**src/hdl/elts_pkg.sv**
```systemverilog
`timescale 1ns / 1ps
// ----------------------------------------------------------------------------
// elts_pkg
// Shared sizes, register indexes, item kinds and the token that travels down
// the cell chain of the tick scheduler.
// ----------------------------------------------------------------------------
package elts_pkg;

  localparam int TASKS     = 16;
  localparam int TIME_BITS = 32;
  localparam int TASK_W    = (TASKS > 1) ? $clog2(TASKS) : 1;

  localparam int SLOT_W     = 4;
  localparam int VAL_W      = 16;
  localparam int OUT_TIME_W = 32;
  localparam int CFG_IDX_W  = 2;
  localparam int CFG_DATA_W = 8;

  // configuration register indexes
  localparam logic [CFG_IDX_W-1:0] REG_POLICY     = 2'd0;
  localparam logic [CFG_IDX_W-1:0] REG_TASK_COUNT = 2'd1;

  // input item kinds
  localparam logic FUNC_LOAD = 1'b0;
  localparam logic FUNC_TICK = 1'b1;

  // best candidate so far, handed from cell to cell
  typedef struct packed {
    logic                 found;
    logic                 done;
    logic [TASK_W-1:0]    idx;
    logic [TIME_BITS-1:0] key;
  } token_t;

endpackage

```
**src/hdl/elts_cell.sv**
```systemverilog
`timescale 1ns / 1ps
// ----------------------------------------------------------------------------
// elts_cell
// One task slot: holds its timing state, registers its selection key and
// passes the better of its own key and the incoming token to the next cell.
// ----------------------------------------------------------------------------
module elts_cell import elts_pkg::*; (
  input  logic                 clk,
  input  logic [TASK_W-1:0]    cell_idx,
  input  logic                 active,
  input  logic                 policy,
  input  logic [TIME_BITS-1:0] now,
  input  logic                 load_en,
  input  logic [VAL_W-1:0]     load_period,
  input  logic [VAL_W-1:0]     load_cost,
  input  logic                 commit,
  input  logic [TASK_W-1:0]    win_idx,
  input  token_t               tok_in,
  output token_t               tok_out
);

  logic [TIME_BITS-1:0] deadline;
  logic [VAL_W-1:0]     exec_cnt;
  logic [VAL_W-1:0]     period;
  logic [VAL_W-1:0]     cost;
  logic                 elig;
  logic [TIME_BITS-1:0] key;
  logic                 done;

  logic [TIME_BITS-1:0] gap;
  logic                 in_window;
  logic [VAL_W-1:0]     rem;
  logic [TIME_BITS-1:0] val;
  logic [VAL_W:0]       cnt_inc;
  logic                 done_next;
  logic                 take;

  always_comb begin
    gap       = deadline - now;
    in_window = gap[TIME_BITS-1] || (gap <= TIME_BITS'(period));
    rem       = (cost > exec_cnt) ? (cost - exec_cnt) : '0;
    val       = policy ? (gap - TIME_BITS'(rem)) : gap;
    cnt_inc   = {1'b0, exec_cnt} + 1'b1;
    done_next = cnt_inc >= {1'b0, cost};
    take      = elig && (!tok_in.found || (key < tok_in.key));
  end

  always_ff @(posedge clk) begin
    if (load_en) begin
      period   <= load_period;
      cost     <= load_cost;
      deadline <= TIME_BITS'(load_period);
      exec_cnt <= '0;
    end else if (commit && (win_idx == cell_idx)) begin
      if (done) begin
        deadline <= deadline + TIME_BITS'(period);
        exec_cnt <= '0;
      end else begin
        exec_cnt <= cnt_inc[VAL_W-1:0];
      end
    end
    // flip the sign bit so an unsigned compare orders signed keys
    elig <= active && in_window;
    key  <= val ^ {1'b1, {(TIME_BITS-1){1'b0}}};
    done <= done_next;
    if (take) begin
      tok_out <= '{found: 1'b1, done: done, idx: cell_idx, key: key};
    end else begin
      tok_out <= tok_in;
    end
  end

endmodule

```
**config.mk**
```make
export PLATFORM = sky130hd
export DESIGN_NAME = elts_cell
export DESIGN_NICKNAME = d
export VERILOG_FILES = /design/src/hdl/elts_pkg.sv /design/src/hdl/elts_cell.sv
export SDC_FILE = /design/constraint.sdc
export NUM_CORES = 1
export LEC_CHECK = 0
export BUFFER_PORTS_ARGS = -buffer_cell sky130_fd_sc_hd__buf_2
export CAP_MARGIN = 20
export CORE_AREA = 2 2 183 185
export CTS_CLUSTER_SIZE = 28
export DETAILED_ROUTE_END_ITERATION = 10
export DIE_AREA = 0 0 185 187
export SYNTH_ARGS = -nofsm -noshare
export SYNTH_HDL_FRONTEND = slang
export SYNTH_SLANG_ARGS = --single-unit
export TNS_END_PERCENT = 20
```
**constraint.sdc**
```tcl
create_clock -name clk -period 6.15 [get_ports clk]
set_input_delay 0.3075 -clock clk [delete_from_list [all_inputs] [get_ports clk]]
set_output_delay 0.3075 -clock clk [all_outputs]
set_load 0.03 [all_outputs]
```
## Word-level counts from Yosys, hierarchy flattened

Index checks and enable logic that the tools add are counted.

| word-level totals | value |
|---|---|
| register bits after elaboration | 152 |
| output and inout bits | 38 |
| input bits | 115 |
| logic and storage cells | 40 |

| operators by class | value |
|---|---|
| magnitude comparators | 4 |
| equality and inequality tests | 1 |
| multiplexer cells | 7 |
| $add $sub $neg | 5 |
| bitwise operators | 1 |
| reduce and logical (&&, ||, !) cells | 10 |

Operators by type and width:

| operator | number |
|---|---|
| two-way mux 16 bit | 5 |
| two-way mux 37 bit | 1 |
| adder 32 x 16 -> 32 bit | 1 |
| less-or-equal comparator 32 x 16 -> 1 bit | 1 |
| < comparator 32 bit | 1 |
| two-way mux 32 bit | 1 |
| subtractor 32 x 16 -> 32 bit | 1 |
| subtractor 32 bit | 1 |
| adder 16 x 1 -> 17 bit, second input constant | 1 |
| >= comparator 17 x 16 -> 1 bit | 1 |
| greater-than comparator 16 bit | 1 |
| subtractor 16 bit | 1 |
| == test 4 bit | 1 |
| AND reduction 2 bit | 2 |
| nonzero test 2 bit | 2 |
| logical AND 1 bit | 3 |
| logical OR 1 bit | 2 |
| logical NOT 1 bit | 1 |
| NOT 1 bit | 1 |

## Depth between registers and ports, before layout

Gate-level depths: netlist of run 1.

| logic depth | value |
|---|---|
| word-level depth | 5 |
| gate-level depth with buffers | 24 |
| depth with buffers taken out | 24 |

## Worst setup path after synthesis of run 1

Ideal clock, no wire load.

| path | value |
|---|---|
| path kind | register to register |
| from | reg exec_cnt[0] |
| to | reg key[23] |
| stages on the path, launching flop included | 21 |
| arrival | 4.721 ns |
| buffers on the path | 0 |
| setup time | 0.072 ns |
| required time | 6.078 ns |
| path slack | 1.358 ns |
| clock period less this slack | 4.792 ns |
| cells stage by stage | dfxtp_1 ha_1 fa_1 nor2b_1 o21ai_0 a21oi_1 o21a_1 o2111ai_1 a21oi_1 a211oi_1 nor2_1 or3b_2 ha_1 a211o_1 o311a_1 o41ai_2 a21oi_1 a41oi_1 nand2b_1 nor4b_2 xor2_1 |

| between the ends | value |
|---|---|
| longest elaborated chain between the ends | 4 |
| elaborated cells between the ends (all ways) | 5 |
| classes of those cells | add/sub: 2; order compare: 1; mux: 2 |

RTL lines:

| element | line | text |
|---|---|---|
| from (decl) | elts_cell.sv:23 | `logic [VAL_W-1:0] exec_cnt;` |
| from (signal assigned) | elts_cell.sv:59 | `exec_cnt <= cnt_inc[VAL_W-1:0];` |
| subtractor 16 bit / greater-than comparator 16 bit (equally long branches) | elts_cell.sv:41 | `rem = (cost > exec_cnt) ? (cost - exec_cnt) : '0;` |
| two-way mux 16 bit * | elts_cell.sv:41 |  |
| subtractor 32 x 16 -> 32 bit * | elts_cell.sv:42 | `val = policy ? (gap - TIME_BITS'(rem)) : gap;` |
| two-way mux 32 bit * | elts_cell.sv:42 |  |
| net val[23] | elts_cell.sv:33 | `logic [TIME_BITS-1:0] val;` |
| to (signal assigned) | elts_cell.sv:64 | `key <= val ^ {1'b1, {(TIME_BITS-1){1'b0}}};` |
| to (decl) | elts_cell.sv:27 | `logic [TIME_BITS-1:0] key;` |

Mark *: on every way through the listed nets, which the timed path passes. The rest lies on a longest branch.
A chain may end at the register's enable or synchronous reset.

## Worst setup path in the final report of run 1

Ends and elaborated chain as after synthesis.

==> flow_summary.json, run 1 <==
{
  "status": "completed",
  "maxSlewHeadroom": 0.261,
  "antenna_found_initial": 0,
  "timing.rr.end": "key[23]$_DFF_P_",
  "required_ns": 6.52,
  "top_usage_layer": "met2",
  "syn_to_final_growth_pct": 13.8,
  "grt_setup_unrepaired": "no",
  "vias": 11600,
  "drc": 0,
  "gp_congestion": 0.861,
  "die_w_microns": 185,
  "pwr-share-clk": 0.270,
  "slowest_delay_ns": 0.49,
  "period_minus_slack_ns": 5.55,
  "report.power.total_mw": 4.30,
  "path_cells": "ha_1, fa_1, nor2b_1, o21ai_0, a21oi_1, o21a_1, o2111ai_1, a21oi_1, a211oi_1, nor2_1, or3b_2, ha_1, a211o_1, o311a_1, o41ai_2, a21oi_1, a41oi_1, nand2b_1, nor4b_2, xor2_1",
  "io_pins": 153,
  "cp.arrival_ns": 5.93,
  "clkTransAtPathRegs_ns": 0.07,
  "clock-sinks": 152,
  "fmax_ghz": 0.180,
  "p_int_mw": 2.63,
  "tritoncts": "yes",
  "core-area_sq_um": 32900,
  "holdWs_ns": 0.0377,
  "finalSetupViolations": 0,
  "use_met1": 0.303,
  "die-area_sq_um": 34600,
  "hold_class": "in2reg",
  "ant_nets": 0,
  "drt-total-wl_microns": 35700,
  "overflow": 0,
  "clock_skew_ns": 0.0120,
  "avgSynthCellArea_sq_um": 8.39,
  "nNetsFinal": 1906,
  "swShare": 0.389,
  "dr.pass1.iters": 5,
  "seq_area_sq_um": 3520,
  "powerDensity_nw_per_um2": 294,
  "hp-start": "load_cost[9]",
  "cts.htree.levels": 4,
  "worst-r2r-setup-slack_ns": 0.60,
  "cpMostUsedCell": "a21oi_1",
  "wire_per_inst_microns": 17.0,
  "synth_compound_area_frac": 0.226,
  "vdd.ir_drop.worst_mv": 0.244,
  "min_path_cells": 1,
  "path_delay_family": "compound AO/OA/AOI/OAI gates",
  "critPathLaunchType": "flip-flop",
  "grt.met3_usage": 0.0331,
  "multi_input_area_sq_um": 8570,
  "root_buffer": "clkbuf_16",
  "dp_hpwl_microns": 27300,
  "first_global_vias": 11100,
  "final_max_slew_viol_count": 0,
  "muxShareOfSynthArea": 0.0147,
  "grt_use_total": 0.207,
  "synth_flop_cell": "dfxtp_1",
  "p_switching_mw": 1.67,
  "drt_iter0_drc": 814,
  "insertedDiodeCount": 0,
  "layout-drive-gt1-share": 0.161,
  "vias_per_cell": 5.53,
  "worstPathMaxFanout": 9,
  "ys_ff_latch": 152,
  "cts_buffer_depth": 2,
  "tns_ns": 0,
  "path_class": "reg2reg",
  "synthesis.area_sq_um": 12900,
  "reg2regPathDepth": 20,
  "fillerInstances": 3323,
  "synth-simple-area-share": 0.204,
  "placed_cells": 2073,
  "ys_types": 87,
  "leakagePower_nw": 6.35,
  "critPathBufInv": 0,
  "synthXorXnorAreaFrac": 0.0728,
  "hold_violations": 0,
  "synth-seq-area-share": 0.274,
  "gr-usage-met2": 0.319,
  "crit_slowest_cell": "or3b_2",
  "worstHoldEndpoint": "cost[9]$_DFFE_PP_",
  "pwr-share-seq": 0.304,
  "max_cap_violations": 0,
  "portBuffers": 152,
  "synth_nets": 1794,
  "grt_pass1_wl_microns": 57700,
  "synth_top_family_by_area": "compound AO/OA/AOI/OAI gates",
  "fp.dieH_microns": 187,
  "synth_edf_count": 48,
  "cp-end-kind": "flip-flop",
  "postCtsSetupBuffers": 0,
  "std_cell_rows": 67,
  "clk_latency_ns": 0.44,
  "grt_max_degree": 66,
  "syn_inst": 1532,
  "numCtsBuffers": 17,
  "r2r_start": "exec_cnt[0]$_SDFFE_PP0P_",
  "combPwrFrac": 0.427,
  "tightest_slew_ns": 1.10,
  "ctsResizeCount": 0,
  "period_share": 0.903,
  "holdBufCountCts": 0,
  "async_flop_share": 0,
  "synth_fa_ha_area_frac": 0.145,
  "finalNonFillerCells": 2104,
  "start_util": 0.391,
  "synth-warning-count": 0
}
==> state kept, by name (all words and copies together), names as in the netlist <==
name / cells
tok_out: 38
exec_cnt: 16
done: 1
deadline: 32
elig: 1
key: 32
cost: 16
period: 16
==> per-layer routing <==
metal  routed length [microns]  vias up
met4                       435        0
li1                          -     5842
met1                     17900     5445
met3                      1810       31
met5                         0        -
met2                     15600      318
==> power groups by stage <==
stage	clock (mW)	sequential, mW	combinational (mW)
floorplan	0	1.35	1.32
global placement	0	1.32	1.79
detailed placement	0	1.32	1.81
CTS	1.19	1.30	1.83
global route	1.22	1.32	2.04
finish	1.16	1.31	1.84
==> placed cells by master, fill, tap and decap left out, types with 49 or more instances in the layout <==
| cell | instances |
|---|---|
| buf_2 | 151 |
| nand2_1 | 85 |
| xnor2_1 | 64 |
| ha_1 | 143 |
| and3_1 | 49 |
| a21oi_1 | 94 |
| nand3_1 | 82 |
| o21ai_0 | 61 |
| nor2_1 | 111 |
| nand4_1 | 51 |
| inv_1 | 131 |
| dfxtp_1 | 104 |
==> cell usage after synthesis (27+ instances only) <==
cell type	number	area [sq um]
xor2_1	41	359
xnor2_1	64	561
nor2_1	112	420
a21o_1	40	300
nand4_1	51	319
nand3_1	82	410
nand2_1	85	319
o21ai_0	62	310
inv_1	131	492
ha_1	143	1790
o211ai_1	45	338
clkbuf_1	53	199
a311oi_1	32	280
dfxtp_1	104	2080
o21a_1	28	210
nor3_1	27	135
edfxtp_1	48	1440
a21oi_1	94	470
and3_1	49	307
==> final cells by class <==
cell class / count / share of cell area
Clock inverter: 11 / 0.0115
Clock buffer: 20 / 0.0313
Multi-Input combinational cell: 1178 / 0.586
Sequential cell: 152 / 0.241
Tap cell: 448 / 0.0383
Timing Repair Buffer: 163 / 0.0578
Inverter: 132 / 0.0339
==> how the worst max path moves through the flow <==
| stage | startpoint | end | cells past startpoint |
|---|---|---|---|
| after floorplan | exec_cnt[0]$_SDFFE_PP0P_ | key[23]$_DFF_P_ | 20 |
| after global placement | exec_cnt[0]$_SDFFE_PP0P_ | key[23]$_DFF_P_ | 20 |
| after detailed placement | exec_cnt[0]$_SDFFE_PP0P_ | key[23]$_DFF_P_ | 20 |
| after CTS | exec_cnt[0]$_SDFFE_PP0P_ | key[23]$_DFF_P_ | 20 |
| after global routing | cost[0]$_DFFE_PP_ | key[22]$_DFF_P_ | 23 |
| final | exec_cnt[0]$_SDFFE_PP0P_ | key[23]$_DFF_P_ | 20 |
==> cells by family after synthesis <==
kind of cell             count (synthesis)
AND/OR/NAND/NOR                        500
buffers and inverters                  202
multiplexers                            17
adder cells (fa/ha/maj)                147
flip-flops                             152
AO/OA/AOI/OAI                          408
XOR/XNOR                               106
==> through the flow <==
stage	util	area, sq um	setup slack (ns)
finish	0.445	14600	0.597
global route	0.445	14600	0.0505
CTS	0.445	14600	0.589
detailed placement	0.426	14000	0.625
global placement	0.426	14000	0.753
floorplan	-	12900	1.36
(Power assumes the default switching activity.)
==> inputs of run 2 (changes only) <==
--- a/config.mk
+++ b/config.mk
@@ -7,10 +7,10 @@
 export LEC_CHECK = 0
 export BUFFER_PORTS_ARGS = -buffer_cell sky130_fd_sc_hd__buf_2
 export CAP_MARGIN = 20
-export CORE_AREA = 2 2 183 185
-export CTS_CLUSTER_SIZE = 28
+export CORE_AREA = 2 2 150 225
+export CTS_CLUSTER_SIZE = 25
 export DETAILED_ROUTE_END_ITERATION = 10
-export DIE_AREA = 0 0 185 187
+export DIE_AREA = 0 0 152 227
 export SYNTH_ARGS = -nofsm -noshare
 export SYNTH_HDL_FRONTEND = slang
 export SYNTH_SLANG_ARGS = --single-unit
==> flow_summary.json, run 2 (synthesis results as in run 1) <==
{
  "fillerInstances": 3238,
  "powerDensity_nw_per_um2": 295,
  "die_w_microns": 152,
  "drt_iter0_drc": 830,
  "overflow": 0,
  "status": "completed",
  "holdWs_ns": 0.0257,
  "dp_hpwl_microns": 28600,
  "period_minus_slack_ns": 5.53,
  "clock-sinks": 152,
  "largest_reg_flops": 38,
  "pwr-share-seq": 0.300,
  "hp-start": "load_cost[9]",
  "gp_congestion": 0.885,
  "grt_use_total": 0.212,
  "clkTransAtPathRegs_ns": 0.07,
  "top_register": "tok_out",
  "final_max_slew_viol_count": 0,
  "worstPathMaxFanout": 8,
  "max_cap_violations": 0,
  "cp-end-kind": "flip-flop",
  "tightest_slew_ns": 1.01,
  "reg.largest.list": "tok_out: 38 flops, deadline: 32 flops, key: 32 flops",
  "grt.met3_usage": 0.0324,
  "std_cell_rows": 81,
  "antenna_found_initial": 0,
  "cts.htree.levels": 4,
  "path_cells": "ha_1, fa_1, nor2b_1, o21ai_0, a21oi_1, o21a_1, o2111ai_1, a21oi_1, a211oi_1, nor2_1, or3b_2, ha_1, a211o_1, o311a_1, o41ai_2, a21oi_1, a41oi_1, nand2b_1, nor4b_2, xor2_1",
  "die-area_sq_um": 34500,
  "post-route-util": 0.450,
  "grt_pass1_wl_microns": 59200,
  "crit_slowest_cell": "or3b_2",
  "cpMostUsedCell": "a21oi_1",
  "dr.pass1.iters": 5,
  "tns_ns": 0,
  "tritoncts": "yes",
  "required_ns": 6.53,
  "grt_setup_unrepaired": "no",
  "period_share": 0.900,
  "hold_class": "in2reg",
  "syn_to_final_growth_pct": 13.9,
  "postCtsSetupBuffers": 0,
  "top_usage_layer": "met2",
  "finalSetupViolations": 0,
  "vdd.ir_drop.worst_mv": 0.235,
  "drt-total-wl_microns": 36900,
  "hold_violations": 0,
  "vias": 11800,
  "drc": 0,
  "grt_max_degree": 80,
  "first_global_vias": 11800,
  "cp.arrival_ns": 5.92,
  "gr-usage-met2": 0.390,
  "path_class": "reg2reg",
  "vias_per_cell": 5.69,
  "clk_latency_ns": 0.45,
  "core-area_sq_um": 32500,
  "nNetsFinal": 1911,
  "report.power.total_mw": 4.32,
  "fp.dieH_microns": 227,
  "io_pins": 153,
  "insertedDiodeCount": 0,
  "final_cell_mix": "151 x buf_2, 143 x ha_1, 131 x inv_1",
  "portBuffers": 152,
  "root_buffer": "clkbuf_16",
  "start_util": 0.395,
  "critPathLaunch": "exec_cnt[0]$_SDFFE_PP0P_",
  "numCtsBuffers": 17,
  "swShare": 0.392,
  "seq_area_sq_um": 3520,
  "clock_skew_ns": 0.00926,
  "wire_per_inst_microns": 17.8,
  "mostFrequentLayoutCell": "buf_2",
  "cts_buffer_depth": 2,
  "r2r_start": "exec_cnt[0]$_SDFFE_PP0P_",
  "leakagePower_nw": 6.38,
  "multi_input_area_sq_um": 8560,
  "p_switching_mw": 1.69,
  "combPwrFrac": 0.430,
  "p_int_mw": 2.63,
  "maxSlewHeadroom": 0.322,
  "use_met1": 0.233,
  "fmax_ghz": 0.181,
  "slowest_delay_ns": 0.49,
  "pwr-share-clk": 0.270,
  "critPathLaunchType": "flip-flop",
  "ant_nets": 0,
  "layout-drive-gt1-share": 0.163
}
[run 2: cell count changes in the layout (fill, tap and decap cells not counted), sizes merged]
| cell | change |
|---|---|
| buf | +3 |
| bufinv | -1 |
| clkbuf | +1 |
| clkinv | +2 |
| clkinvlp | -1 |
| dlygate4sd3 | +2 |
[run 2: final timing paths]
path / to / cells past startpoint / slack (ns)
setup / recovery: key[23]$_DFF_P_ / 20 / 0.62
hold / removal: cost[9]$_DFFE_PP_ / 1 / 0.03
setup reg to reg: key[23]$_DFF_P_ / 20 / 0.62
hold reg to reg: tok_out[37]$_SDFF_PP1_ / 1 / 0.46
[run 2: what timing repair did]
item,in CTS,in global routing
gates resized for setup,0,0
hold buffers,2,0
endpoints found under the hold margin,2,0
[run 2: critical path, delay by kind of cell (launching register included)]
family / cells / cell delay, ns
adders and majority gates: 3 / 1.00
DFF: 1 / 0.36
and+or+nand+nor: 5 / 1.55
xor gates and xnor gates: 1 / 0.17
AOI/OAI and AO/OA: 11 / 2.38
[run 2: layout make-up]
class | count | area share
Clock buffer | 21 | 0.0330
Tap cell | 415 | 0.0355
Multi-Input combinational cell | 1178 | 0.585
Clock inverter | 11 | 0.0107
Timing Repair Buffer | 168 | 0.0616
Inverter | 132 | 0.0339
Sequential cell | 152 | 0.241
[run 2: power by group through the flow]
stage               combinational, mW  clock, mW  sequential [mW]
finish                           1.86       1.17             1.30
CTS                              1.86       1.19             1.29
global route                     2.06       1.23             1.31
floorplan                        1.32          0             1.35
global placement                 1.82          0             1.31
detailed placement               1.85          0             1.32
[run 2: metrics by stage]
step           setup WS [ns]  std cells  cell area [sq um]
2_1_floorplan           1.36       1532              12900
3_3_place_gp           0.737       2042              14000
3_5_place_dp           0.613       2042              14000
4_1_cts                0.580       2076              14600
5_1_grt                0.196       2077              14600
6_report               0.615       2077              14600
[run 2: per-layer routing]
| metal | part of all wire | vias up |
|---|---|---|
| li1 | - | 5860 |
| met4 | 0.049 | 0 |
| met3 | 0.039 | 85 |
| met2 | 0.51 | 330 |
| met5 | 0 | - |
| met1 | 0.40 | 5539 |
==> inputs of run 3 (changes only) <==
--- a/config.mk
+++ b/config.mk
@@ -11,6 +11,8 @@
 export CTS_CLUSTER_SIZE = 25
 export DETAILED_ROUTE_END_ITERATION = 10
 export DIE_AREA = 0 0 152 227
+export RECOVER_POWER = 25
+export SLEW_MARGIN = 25
 export SYNTH_ARGS = -nofsm -noshare
 export SYNTH_HDL_FRONTEND = slang
 export SYNTH_SLANG_ARGS = --single-unit
==> flow_summary.json, run 3 (synthesis results as in run 1) <==
{
  "overflow": 0,
  "mostFrequentLayoutCell": "ha_1",
  "setup_ws_ns": 0.560,
  "antenna_found_initial": 0,
  "fin_area_sq_um": 14500,
  "vias_per_cell": 5.68,
  "cts_buffer_depth": 2,
  "crit_slowest_cell": "or3b_2",
  "nNetsFinal": 1910,
  "report.power.total_mw": 4.23,
  "first_global_vias": 11800,
  "period_share": 0.909,
  "wire_per_inst_microns": 17.8,
  "hold_violations": 0,
  "worstPathMaxFanout": 8,
  "postCtsSetupBuffers": 0,
  "r2r_start": "exec_cnt[0]$_SDFFE_PP0P_",
  "leakagePower_nw": 6.31,
  "vias": 11800,
  "path_class": "reg2reg",
  "placed_cells": 2042,
  "dp_hpwl_microns": 28600,
  "final_max_slew_viol_count": 80,
  "clk_latency_ns": 0.46,
  "start_util": 0.395,
  "required_ns": 6.53,
  "root_buffer": "clkbuf_16",
  "grt_max_degree": 80,
  "clkTransAtPathRegs_ns": 0.07,
  "insertedDiodeCount": 0,
  "holdWs_ns": 0.0257,
  "ctsResizeCount": 0,
  "finalSetupViolations": 0,
  "fmax_ghz": 0.179,
  "layout-drive-gt1-share": 0.154,
  "clock_skew_ns": 0.0106,
  "pwr-share-clk": 0.254,
  "grt_use_total": 0.214,
  "std_cell_rows": 81,
  "vdd.ir_drop.worst_mv": 0.197,
  "fp.dieH_microns": 227,
  "holdBufCountCts": 2,
  "placed_area_sq_um": 14000,
  "syn_to_final_growth_pct": 13.1,
  "ant_nets": 0,
  "finalNonFillerCells": 2075,
  "cpMostUsedCell": "a21oi_1",
  "tns_ns": 0,
  "final_cell_mix": "143 x ha_1, 138 x buf_2, 131 x inv_1",
  "max_cap_violations": 1,
  "period_minus_slack_ns": 5.59,
  "cts.htree.levels": 4,
  "status": "finished, violations left",
  "pre_cts_ws_ns": 0.626,
  "portBuffers": 152,
  "tritoncts": "yes",
  "cp-end-kind": "flip-flop",
  "violations": "capacitance limit, slew limit",
  "p_int_mw": 2.52,
  "reg.largest.list": "tok_out: 38 flops, deadline: 32 flops, key: 32 flops",
  "critPathLaunchType": "flip-flop",
  "io_pins": 153,
  "p_switching_mw": 1.70,
  "post-route-util": 0.447,
  "timing.rr.end": "key[23]$_DFF_P_",
  "drt_iter0_drc": 748,
  "drc": 0,
  "min_path_cells": 1,
  "hp-start": "load_cost[12]",
  "hold_class": "in2reg",
  "reg2regPathDepth": 20,
  "grt_pass1_wl_microns": 59300,
  "slowest_delay_ns": 0.49,
  "cp.arrival_ns": 5.97,
  "numCtsBuffers": 17,
  "dr.pass1.iters": 5,
  "die_w_microns": 152,
  "critPathBufInv": 0,
  "path_delay_family": "compound AO/OA/AOI/OAI gates",
  "top_register": "tok_out",
  "swShare": 0.403,
  "die-area_sq_um": 34500,
  "clock-sinks": 152,
  "grt_setup_unrepaired": "no",
  "drt-total-wl_microns": 36800,
  "powerDensity_nw_per_um2": 291,
  "maxSlewHeadroom": -1.30,
  "worstHoldEndpoint": "cost[12]$_DFFE_PP_",
  "worst-r2r-setup-slack_ns": 0.56,
  "gp_congestion": 0.885,
  "largest_reg_flops": 38,
  "tightest_slew_ns": 3.45,
  "pwr-share-seq": 0.307,
  "combPwrFrac": 0.440,
  "core-area_sq_um": 32500,
  "path_cells": "ha_1, fa_1, nor2b_1, o21ai_0, a21oi_1, o21a_1, o2111ai_1, a21oi_1, a211oi_1, nor2_1, or3b_2, ha_1, a211o_1, o311a_1, o41ai_2, a21oi_1, a41oi_1, nand2b_1, nor4b_2, xor2_1"
}
[run 3: worst max path at each step]
stage,cells past startpoint,start,endpoint
after detailed placement,20,exec_cnt[0]$_SDFFE_PP0P_,key[23]$_DFF_P_
after CTS,20,exec_cnt[0]$_SDFFE_PP0P_,key[23]$_DFF_P_
final,20,exec_cnt[0]$_SDFFE_PP0P_,key[23]$_DFF_P_
after global routing,20,exec_cnt[0]$_SDFFE_PP0P_,key[23]$_DFF_P_
after global placement,20,exec_cnt[0]$_SDFFE_PP0P_,key[23]$_DFF_P_
after floorplan,20,exec_cnt[0]$_SDFFE_PP0P_,key[23]$_DFF_P_
[run 3: area by class of cell]
class / count / area, sq um
Fill cell: 3288 / 18000
Multi-Input combinational cell: 1178 / 8560
Sequential cell: 152 / 3520
Timing Repair Buffer: 167 / 857
Tap cell: 415 / 519
Inverter: 132 / 495
Clock buffer: 18 / 450
Clock inverter: 13 / 131
[run 3: power groups by stage]
stage | Clock (mW) | Combinational [mW] | Sequential (mW)
2_1_floorplan | 0 | 1.32 | 1.35
3_3_place_gp | 0 | 1.82 | 1.31
3_5_place_dp | 0 | 1.85 | 1.32
4_1_cts | 1.10 | 1.86 | 1.29
5_1_grt | 1.14 | 2.06 | 1.31
6_report | 1.07 | 1.86 | 1.30
[run 3: layer usage]
metal / vias up / GRT usage / wire (microns)
li1: 5851 / - / -
met1: 5522 / 0.236 / 14900
met2: 322 / 0.388 / 18700
met3: 96 / 0.0274 / 1320
met4: 0 / 0.136 / 1940
met5: - / 0 / 0
